==> config.mk <==
export PLATFORM = sky130hd
export DESIGN_NAME = biquad_filter_dry_wet_mix_top
export DESIGN_NICKNAME = d
export VERILOG_FILES = /design/src/rtl/core/bqmix_pkg.sv /design/src/rtl/core/bqmix_ctrl.sv /design/src/rtl/core/bqmix_dp.sv /design/src/rtl/core/biquad_filter_dry_wet_mix_top.sv
export SDC_FILE = /design/constraint.sdc
export NUM_CORES = 2
export LEC_CHECK = 0
export BUFFER_PORTS_ARGS = -buffer_cell sky130_fd_sc_hd__buf_2
export CORE_MARGIN = 1
export CORE_UTILIZATION = 50
export DETAILED_ROUTE_END_ITERATION = 16
export PLACE_DENSITY = 0.73
export SYNTH_ARGS = -nofsm -noshare
export SYNTH_HDL_FRONTEND = slang
export SYNTH_SLANG_ARGS = --single-unit
==> constraint.sdc <==
create_clock -name clk -period 16.3 [get_ports clk]
set_input_delay 0.815 -clock clk [delete_from_list [all_inputs] [get_ports clk]]
set_output_delay 0.815 -clock clk [all_outputs]
set_load 0.05 [all_outputs]
==> src/rtl/core/bqmix_pkg.sv <==
// Package: shared types and constants of the biquad dry/wet mixer.
package bqmix_pkg;

    localparam int COEF_W    = 24;
    localparam int NUM_REGS  = 7;
    localparam int REG_IDX_W = 3;

    localparam logic [REG_IDX_W-1:0] REG_COEF_X0  = 3'd0;
    localparam logic [REG_IDX_W-1:0] REG_COEF_X1  = 3'd1;
    localparam logic [REG_IDX_W-1:0] REG_COEF_X2  = 3'd2;
    localparam logic [REG_IDX_W-1:0] REG_COEF_Y1  = 3'd3;
    localparam logic [REG_IDX_W-1:0] REG_COEF_Y2  = 3'd4;
    localparam logic [REG_IDX_W-1:0] REG_WET_GAIN = 3'd5;
    localparam logic [REG_IDX_W-1:0] REG_DRY_GAIN = 3'd6;

    localparam logic signed [COEF_W-1:0] COEF_X0_RST  = 24'sd2097152;
    localparam logic signed [COEF_W-1:0] DRY_GAIN_RST = 24'sd2097152;

    typedef enum logic [3:0] {
        ST_IDLE,
        ST_A0,
        ST_A1,
        ST_A2,
        ST_B1,
        ST_B2,
        ST_DRY,
        ST_Z,
        ST_WET,
        ST_MSUM,
        ST_OUT
    } state_t;

    typedef enum logic [2:0] {
        MUL_A0_X,
        MUL_A1_X1,
        MUL_A2_X2,
        MUL_B1_Y1,
        MUL_B2_Y2,
        MUL_DRY_X,
        MUL_WET_Z
    } mul_sel_t;

    typedef enum logic [2:0] {
        ACC_HOLD,
        ACC_ADD,
        ACC_SUB,
        ACC_RND,
        ACC_RND_P
    } acc_op_t;

    typedef struct packed {
        mul_sel_t mul_sel;
        acc_op_t  acc_op;
        logic     load_in;
        logic     z_load;
        logic     out_load;
    } cmd_t;

    typedef struct packed {
        logic out_free;
    } status_t;

endpackage

==> src/rtl/core/bqmix_ctrl.sv <==
// Controller: sequences the shared multiplier and accumulator for one word.
module bqmix_ctrl (
    input  logic               clk,
    input  logic               rst_n,
    input  logic               in_valid,
    output logic               in_stall,
    input  bqmix_pkg::status_t status,
    output bqmix_pkg::cmd_t    cmd
);

    bqmix_pkg::state_t state_reg;
    bqmix_pkg::state_t state_next;

    always_ff @(posedge clk or negedge rst_n)
    begin
        if (!rst_n)
        begin
            state_reg <= bqmix_pkg::ST_IDLE;
        end
        else
        begin
            state_reg <= state_next;
        end
    end

    always_comb
    begin
        state_next = state_reg;
        unique case (state_reg)
            bqmix_pkg::ST_IDLE:
            begin
                if (in_valid)
                begin
                    state_next = bqmix_pkg::ST_A0;
                end
            end
            bqmix_pkg::ST_A0:   state_next = bqmix_pkg::ST_A1;
            bqmix_pkg::ST_A1:   state_next = bqmix_pkg::ST_A2;
            bqmix_pkg::ST_A2:   state_next = bqmix_pkg::ST_B1;
            bqmix_pkg::ST_B1:   state_next = bqmix_pkg::ST_B2;
            bqmix_pkg::ST_B2:   state_next = bqmix_pkg::ST_DRY;
            bqmix_pkg::ST_DRY:  state_next = bqmix_pkg::ST_Z;
            bqmix_pkg::ST_Z:    state_next = bqmix_pkg::ST_WET;
            bqmix_pkg::ST_WET:  state_next = bqmix_pkg::ST_MSUM;
            bqmix_pkg::ST_MSUM: state_next = bqmix_pkg::ST_OUT;
            bqmix_pkg::ST_OUT:
            begin
                if (status.out_free)
                begin
                    state_next = bqmix_pkg::ST_IDLE;
                end
            end
            default:            state_next = bqmix_pkg::ST_IDLE;
        endcase
    end

    always_comb
    begin
        in_stall     = (state_reg != bqmix_pkg::ST_IDLE);
        cmd.mul_sel  = bqmix_pkg::MUL_A0_X;
        cmd.acc_op   = bqmix_pkg::ACC_HOLD;
        cmd.load_in  = 1'b0;
        cmd.z_load   = 1'b0;
        cmd.out_load = 1'b0;
        unique case (state_reg)
            bqmix_pkg::ST_IDLE:
            begin
                if (in_valid)
                begin
                    cmd.load_in = 1'b1;
                    cmd.acc_op  = bqmix_pkg::ACC_RND;
                end
            end
            bqmix_pkg::ST_A0:
            begin
                cmd.mul_sel = bqmix_pkg::MUL_A0_X;
            end
            bqmix_pkg::ST_A1:
            begin
                cmd.mul_sel = bqmix_pkg::MUL_A1_X1;
                cmd.acc_op  = bqmix_pkg::ACC_ADD;
            end
            bqmix_pkg::ST_A2:
            begin
                cmd.mul_sel = bqmix_pkg::MUL_A2_X2;
                cmd.acc_op  = bqmix_pkg::ACC_ADD;
            end
            bqmix_pkg::ST_B1:
            begin
                cmd.mul_sel = bqmix_pkg::MUL_B1_Y1;
                cmd.acc_op  = bqmix_pkg::ACC_ADD;
            end
            bqmix_pkg::ST_B2:
            begin
                cmd.mul_sel = bqmix_pkg::MUL_B2_Y2;
                cmd.acc_op  = bqmix_pkg::ACC_SUB;
            end
            bqmix_pkg::ST_DRY:
            begin
                cmd.mul_sel = bqmix_pkg::MUL_DRY_X;
                cmd.acc_op  = bqmix_pkg::ACC_SUB;
            end
            bqmix_pkg::ST_Z:
            begin
                cmd.z_load = 1'b1;
                cmd.acc_op = bqmix_pkg::ACC_RND_P;
            end
            bqmix_pkg::ST_WET:
            begin
                cmd.mul_sel = bqmix_pkg::MUL_WET_Z;
            end
            bqmix_pkg::ST_MSUM:
            begin
                cmd.acc_op = bqmix_pkg::ACC_ADD;
            end
            bqmix_pkg::ST_OUT:
            begin
                cmd.out_load = status.out_free;
            end
            default:
            begin
                cmd.acc_op = bqmix_pkg::ACC_HOLD;
            end
        endcase
    end

endmodule

==> src/rtl/core/bqmix_dp.sv <==
// Datapath: coefficient registers, channel history, shared multiplier, accumulator, output word.
module bqmix_dp #(
    parameter int CHANNELS       = 2,
    parameter int SAMPLE_WIDTH   = 24,
    parameter int COEF_FRAC_BITS = 21
) (
    input  logic                                 clk,
    input  logic                                 rst_n,
    input  bqmix_pkg::cmd_t                      cmd,
    output bqmix_pkg::status_t                   status,
    input  logic                                 cfg_we,
    input  logic [bqmix_pkg::REG_IDX_W-1:0]      cfg_index,
    input  logic [bqmix_pkg::COEF_W-1:0]         cfg_data,
    input  logic signed [SAMPLE_WIDTH-1:0]       sample_in,
    input  logic                                 channel,
    output logic                                 out_valid,
    input  logic                                 out_stall,
    output logic signed [SAMPLE_WIDTH-1:0]       sample_out,
    output logic                                 channel_out
);

    localparam int CW = bqmix_pkg::COEF_W;
    localparam int PW = CW + SAMPLE_WIDTH;
    localparam int AW = PW + 3;
    localparam int IW = (CHANNELS > 1) ? $clog2(CHANNELS) : 1;
    localparam logic signed [AW-1:0] RND = AW'(1) <<< (COEF_FRAC_BITS - 1);
    localparam logic signed [SAMPLE_WIDTH-1:0] S_MAX = {1'b0, {(SAMPLE_WIDTH-1){1'b1}}};
    localparam logic signed [SAMPLE_WIDTH-1:0] S_MIN = {1'b1, {(SAMPLE_WIDTH-1){1'b0}}};

    logic signed [CW-1:0]           coef_reg [bqmix_pkg::NUM_REGS];
    logic signed [SAMPLE_WIDTH-1:0] xh1_reg  [CHANNELS];
    logic signed [SAMPLE_WIDTH-1:0] xh2_reg  [CHANNELS];
    logic signed [SAMPLE_WIDTH-1:0] yh1_reg  [CHANNELS];
    logic signed [SAMPLE_WIDTH-1:0] yh2_reg  [CHANNELS];

    logic signed [SAMPLE_WIDTH-1:0] x_reg, x_next;
    logic                           ch_reg, ch_next;
    logic signed [SAMPLE_WIDTH-1:0] z_reg, z_next;
    logic signed [PW-1:0]           prod_reg, prod_next;
    logic signed [AW-1:0]           acc_reg, acc_next;
    logic                           out_valid_reg, out_valid_next;
    logic signed [SAMPLE_WIDTH-1:0] sample_out_reg, sample_out_next;
    logic                           ch_out_reg, ch_out_next;

    logic [IW-1:0]                  hidx;
    logic signed [CW-1:0]           mul_a;
    logic signed [SAMPLE_WIDTH-1:0] mul_b;
    logic signed [AW-1:0]           prod_ext;
    logic signed [AW-1:0]           acc_sh;
    logic [AW-SAMPLE_WIDTH:0]       acc_top;
    logic                           acc_ovf;
    logic signed [SAMPLE_WIDTH-1:0] acc_sat;

    assign hidx = (CHANNELS > 1) ? IW'(ch_reg) : '0;

    always_ff @(posedge clk or negedge rst_n)
    begin
        if (!rst_n)
        begin
            for (int i = 0; i < bqmix_pkg::NUM_REGS; i++)
            begin
                coef_reg[i] <= '0;
            end
            coef_reg[bqmix_pkg::REG_COEF_X0]  <= bqmix_pkg::COEF_X0_RST;
            coef_reg[bqmix_pkg::REG_DRY_GAIN] <= bqmix_pkg::DRY_GAIN_RST;
        end
        else if (cfg_we && (cfg_index <= bqmix_pkg::REG_DRY_GAIN))
        begin
            coef_reg[cfg_index] <= cfg_data;
        end
    end

    // shift history of the active channel
    always_ff @(posedge clk or negedge rst_n)
    begin
        if (!rst_n)
        begin
            for (int i = 0; i < CHANNELS; i++)
            begin
                xh1_reg[i] <= '0;
                xh2_reg[i] <= '0;
                yh1_reg[i] <= '0;
                yh2_reg[i] <= '0;
            end
        end
        else if (cmd.z_load)
        begin
            xh2_reg[hidx] <= xh1_reg[hidx];
            xh1_reg[hidx] <= x_reg;
            yh2_reg[hidx] <= yh1_reg[hidx];
            yh1_reg[hidx] <= acc_sat;
        end
    end

    always_comb
    begin
        unique case (cmd.mul_sel)
            bqmix_pkg::MUL_A0_X:
            begin
                mul_a = coef_reg[bqmix_pkg::REG_COEF_X0];
                mul_b = x_reg;
            end
            bqmix_pkg::MUL_A1_X1:
            begin
                mul_a = coef_reg[bqmix_pkg::REG_COEF_X1];
                mul_b = xh1_reg[hidx];
            end
            bqmix_pkg::MUL_A2_X2:
            begin
                mul_a = coef_reg[bqmix_pkg::REG_COEF_X2];
                mul_b = xh2_reg[hidx];
            end
            bqmix_pkg::MUL_B1_Y1:
            begin
                mul_a = coef_reg[bqmix_pkg::REG_COEF_Y1];
                mul_b = yh1_reg[hidx];
            end
            bqmix_pkg::MUL_B2_Y2:
            begin
                mul_a = coef_reg[bqmix_pkg::REG_COEF_Y2];
                mul_b = yh2_reg[hidx];
            end
            bqmix_pkg::MUL_DRY_X:
            begin
                mul_a = coef_reg[bqmix_pkg::REG_DRY_GAIN];
                mul_b = x_reg;
            end
            bqmix_pkg::MUL_WET_Z:
            begin
                mul_a = coef_reg[bqmix_pkg::REG_WET_GAIN];
                mul_b = z_reg;
            end
            default:
            begin
                mul_a = '0;
                mul_b = '0;
            end
        endcase
    end

    assign prod_next = PW'(mul_a) * PW'(mul_b);
    assign prod_ext  = AW'(prod_reg);

    always_comb
    begin
        unique case (cmd.acc_op)
            bqmix_pkg::ACC_HOLD:  acc_next = acc_reg;
            bqmix_pkg::ACC_ADD:   acc_next = acc_reg + prod_ext;
            bqmix_pkg::ACC_SUB:   acc_next = acc_reg - prod_ext;
            bqmix_pkg::ACC_RND:   acc_next = RND;
            bqmix_pkg::ACC_RND_P: acc_next = RND + prod_ext;
            default:              acc_next = acc_reg;
        endcase
    end

    // round (offset already in the accumulator) and saturate
    assign acc_sh  = acc_reg >>> COEF_FRAC_BITS;
    assign acc_top = acc_sh[AW-1:SAMPLE_WIDTH-1];
    assign acc_ovf = !((&acc_top) || !(|acc_top));
    assign acc_sat = acc_ovf ? (acc_sh[AW-1] ? S_MIN : S_MAX) : acc_sh[SAMPLE_WIDTH-1:0];

    assign x_next  = cmd.load_in ? sample_in : x_reg;
    assign ch_next = cmd.load_in ? channel : ch_reg;
    assign z_next  = cmd.z_load ? acc_sat : z_reg;

    assign status.out_free = !out_valid_reg || !out_stall;

    always_comb
    begin
        out_valid_next  = out_valid_reg;
        sample_out_next = sample_out_reg;
        ch_out_next     = ch_out_reg;
        if (cmd.out_load)
        begin
            out_valid_next  = 1'b1;
            sample_out_next = acc_sat;
            ch_out_next     = ch_reg;
        end
        else if (out_valid_reg && !out_stall)
        begin
            out_valid_next = 1'b0;
        end
    end

    always_ff @(posedge clk or negedge rst_n)
    begin
        if (!rst_n)
        begin
            out_valid_reg <= 1'b0;
        end
        else
        begin
            out_valid_reg <= out_valid_next;
        end
    end

    always_ff @(posedge clk)
    begin
        x_reg          <= x_next;
        ch_reg         <= ch_next;
        z_reg          <= z_next;
        prod_reg       <= prod_next;
        acc_reg        <= acc_next;
        sample_out_reg <= sample_out_next;
        ch_out_reg     <= ch_out_next;
    end

    assign out_valid   = out_valid_reg;
    assign sample_out  = sample_out_reg;
    assign channel_out = ch_out_reg;

endmodule

==> src/rtl/core/biquad_filter_dry_wet_mix_top.sv <==
// Top level of the per-channel biquad filter with dry/wet mix.
// Each accepted word (sample_in, channel) runs through a direct form I biquad
// using that channel's two past inputs and two past filter outputs; the filter
// output is rounded and saturated before it is stored, and the result word is
// round(dry*x + wet*z) saturated to SAMPLE_WIDTH bits. A word passes the accept
// step, seven products through the single shared 24 x SAMPLE_WIDTH multiplier
// with its accumulator, and the rounding and output steps. A finished word waits
// in the output register while the next input word is taken. Coefficients are
// signed with COEF_FRAC_BITS fraction bits and are written through
// cfg_we/cfg_index/cfg_data; the user must write them only while the block is
// idle, which the block itself does not enforce. An index past dry_gain is ignored.
module biquad_filter_dry_wet_mix_top #(
    parameter int CHANNELS       = 2,
    parameter int SAMPLE_WIDTH   = 24,
    parameter int COEF_FRAC_BITS = 21
) (
    input  logic                                 clk,
    input  logic                                 rst_n,
    input  logic                                 in_valid,
    output logic                                 in_stall,
    input  logic signed [SAMPLE_WIDTH-1:0]       sample_in,
    input  logic                                 channel,
    output logic                                 out_valid,
    input  logic                                 out_stall,
    output logic signed [SAMPLE_WIDTH-1:0]       sample_out,
    output logic                                 channel_out,
    input  logic                                 cfg_we,
    input  logic [bqmix_pkg::REG_IDX_W-1:0]      cfg_index,
    input  logic [bqmix_pkg::COEF_W-1:0]         cfg_data
);

    bqmix_pkg::cmd_t    cmd;
    bqmix_pkg::status_t status;

    bqmix_ctrl u_ctrl (
        .clk      (clk),
        .rst_n    (rst_n),
        .in_valid (in_valid),
        .in_stall (in_stall),
        .status   (status),
        .cmd      (cmd)
    );

    bqmix_dp #(
        .CHANNELS       (CHANNELS),
        .SAMPLE_WIDTH   (SAMPLE_WIDTH),
        .COEF_FRAC_BITS (COEF_FRAC_BITS)
    ) u_dp (
        .clk         (clk),
        .rst_n       (rst_n),
        .cmd         (cmd),
        .status      (status),
        .cfg_we      (cfg_we),
        .cfg_index   (cfg_index),
        .cfg_data    (cfg_data),
        .sample_in   (sample_in),
        .channel     (channel),
        .out_valid   (out_valid),
        .out_stall   (out_stall),
        .sample_out  (sample_out),
        .channel_out (channel_out)
    );

endmodule

==> results_dict.tcl <==
set metrics [dict create \
    fill_cells 7935 \
    grt_setup_unrepaired "false" \
    grt_pass1_vias 35230 \
    synthFlopType "dfrtp_1" \
    worstPathMaxFanout 27 \
    ios 84 \
    ys_seq_elements 538 \
    synth_edf_count 125 \
    antenna_found_initial 5 \
    grt_max_degree 86 \
    synth.top_cell.area_share_pct 26.3 \
    dr.pass1.iters 8 \
    drt_iter0_markers 2557 \
    syn-num-nets 5347 \
    required_ns 16.88 \
    clk_pin_slew_ns 0.06 \
    critPathKind "reg2reg" \
    cts_buffer_depth 3 \
    vias 33195 \
    dp_hpwl_microns 94000 \
    ctsHoldBuffers 0 \
    yosys-top-cells-area "fa_1, dfrtp_1, edfxtp_1, mux2_2, inv_1" \
    status "completed" \
    yosysUniqueCellTypes 74 \
    slew_viol_final 0 \
    syn-instance-count 4495 \
    cts_max_level 2 \
    startpoint_type "flip-flop" \
    period_needed_ns 10.79 \
    post-cts-setup-buffers 0 \
    worst_pin_slew_ns 1.45 \
    wire_per_inst_microns 22.1 \
    yosysWarnings 0 \
    slowest_stage "fa_1" \
    die-height_microns 306 \
    grt_pass1_wl_microns 199000 \
    reg2reg_from "u_ctrl.state_reg[1]" \
    final.setup.tns_ns 0 \
    core-area_sq_um 91700 \
    drcViolationCount 0 \
    yosysSeqAreaShare_pct 29.9 \
    initial_core_util_pct 50.5 \
    ctsResizeCount 0 \
    cp_data_arrival_time_ns 11.37 \
    via_per_inst 5.81 \
    ff2ff_path_depth 31 \
    end_kind "flip-flop" \
    netlist_area_sq_um 46300 \
    final_antenna_net_count 0 \
    instances_no_fill 5716 \
    root_buffer "clkbuf_16" \
    slew_headroom_pct 2.57 \
    drv_cap 0 \
    dieWidth_microns 306 \
    dieArea_sq_um 93800 \
    r2r_end "u_dp.prod_reg[47]" \
    synth.largest_area_cell "fa_1" \
    cts_buffers 57 \
    timing.critical_path.mode_cell "fa_1" \
    rrSetupSlack_ns 5.51 \
    cts_tree "yes" \
    cts.sink_count 538 \
    setup_viol 0 \
    place_inst 5610 \
    row_count 111 \
    netlist_top_cells_count "inv_1, fa_1, nand2_1, dfrtp_1, mux2_2" \
    place.gp.congestion 0.956 \
    hp-class "in2async" \
    routed_wl_microns 126000 \
    grt_usage_pct 27.5 \
    area_delta_synth_final_pct 7.69 \
    largest_register_ffs 168 \
    drive_gt1_share_pct 13.2 \
    port_buffers 83 \
    yosysMostFrequentCell "inv_1" \
    nets 5335 \
    overflow 0 \
    synth_area_per_cell_sq_um 10.3 \
    async_flop_share_pct 67.8 \
    slowest_delay_ns 0.76 \
    hold_violations 0 \
    fin_skew_ns 0.0451 \
    clock_latency_ns 0.69 \
    clock.fmax_mhz 92.7 \
    finalCritPeriodShare_pct 66.2 \
]
area by class of cell:
type | instances | area (sq um) | area share, %
well taps | 1186 | 1480 | 2.98
clock inverters | 14 | 153 | 0.306
diodes | 1 | 2.50 | 0.00502
clock buffers | 91 | 1720 | 3.44
repair buffers | 147 | 906 | 1.82
multi-input cells | 3037 | 29100 | 58.4
flip-flops and latches | 538 | 13900 | 27.8
inverters | 702 | 2640 | 5.28
kinds of logic (layout without fill, tap and decap cells):
family,Yosys count,in the layout,share of synthesized area (%)
buffers and inverters,920,954,7.46
and+or+nand+nor,1029,1029,9.54
xor gates and xnor gates,173,173,3.27
other,0,1,0
adders and majority gates,795,795,31.4
AOI/OAI and AO/OA,625,625,8.65
muxes,415,415,9.82
DFF,538,538,29.9
layout by cell type (no fill, tap or decap), types with 9 or more instances in the layout:
| master | netlist | final |
|---|---|---|
| a211o_1 | 11 | 11 |
| a211oi_1 | 22 | 22 |
| a21o_1 | 39 | 39 |
| a21oi_1 | 197 | 188 |
| a21oi_2 | 1 | 10 |
| a22oi_1 | 73 | 73 |
| a31oi_1 | 11 | 11 |
| and3_1 | 16 | 16 |
| and4_1 | 14 | 14 |
| buf_2 | 1 | 82 |
| buf_4 | 0 | 64 |
| clkbuf_1 | 204 | 21 |
| clkbuf_16 | 0 | 60 |
| clkbuf_8 | 0 | 10 |
| dfrtp_1 | 363 | 363 |
| dfxtp_1 | 48 | 48 |
| edfxtp_1 | 125 | 125 |
| fa_1 | 609 | 609 |
| ha_1 | 186 | 186 |
| inv_1 | 701 | 700 |
| mux2_2 | 314 | 314 |
| mux2i_1 | 101 | 101 |
| nand2_1 | 556 | 555 |
| nand2b_1 | 21 | 21 |
| nand3_1 | 34 | 34 |
| nand4_1 | 41 | 41 |
| nor2_1 | 251 | 248 |
| nor2b_1 | 17 | 17 |
| nor3_1 | 29 | 23 |
| o21a_1 | 14 | 14 |
| o21ai_0 | 93 | 92 |
| o21bai_1 | 16 | 16 |
| o22ai_1 | 70 | 70 |
| o31ai_1 | 18 | 18 |
| or3_1 | 9 | 9 |
| xnor2_1 | 110 | 110 |
| xor2_1 | 63 | 63 |
layer usage:
layer,track usage [%],routed length (microns)
met5,0,37
met2,44.3,58300
met4,12.3,6140
met3,6.31,11200
met1,35.3,50800
metrics by stage:
stage	worst slack, ns	utilization [%]	hold slack (ns)	instance area [sq um]
floorplan	7.31	-	0.424	46300
global placement	5.92	52.4	0.487	48000
detailed placement	5.68	52.4	0.493	48000
CTS	5.65	54.4	0.118	49900
global route	4.95	54.4	0.171	49900
finish	5.51	54.4	0.120	49900
critical path: cells and delay by family, from the launching register on:
kind            cells  cell delay, ns
xor+xnor            1            0.12
simple gates        7            2.53
buf+inv             6            0.94
compound gates      9            2.31
flops               1            0.55
fa+ha+maj           8            4.21
worst max-delay path by stage:
| stage | from | endpoint | slack [ns] | cells past startpoint |
|---|---|---|---|---|
| 2_1_floorplan | u_ctrl.state_reg[2] | u_dp.prod_reg[47] | 7.31 | 33 |
| 3_3_place_gp | u_ctrl.state_reg[1] | u_dp.prod_reg[47] | 5.92 | 31 |
| 3_5_place_dp | u_ctrl.state_reg[1] | u_dp.prod_reg[47] | 5.68 | 31 |
| 4_1_cts | u_ctrl.state_reg[1] | u_dp.prod_reg[47] | 5.65 | 31 |
| 5_1_grt | u_ctrl.state_reg[1] | u_dp.prod_reg[47] | 4.95 | 31 |
| 6_report | u_ctrl.state_reg[1] | u_dp.prod_reg[47] | 5.51 | 31 |
Power is not shown: default switching activity piles up to over one toggle a cycle in this logic, so the estimate is an artifact.
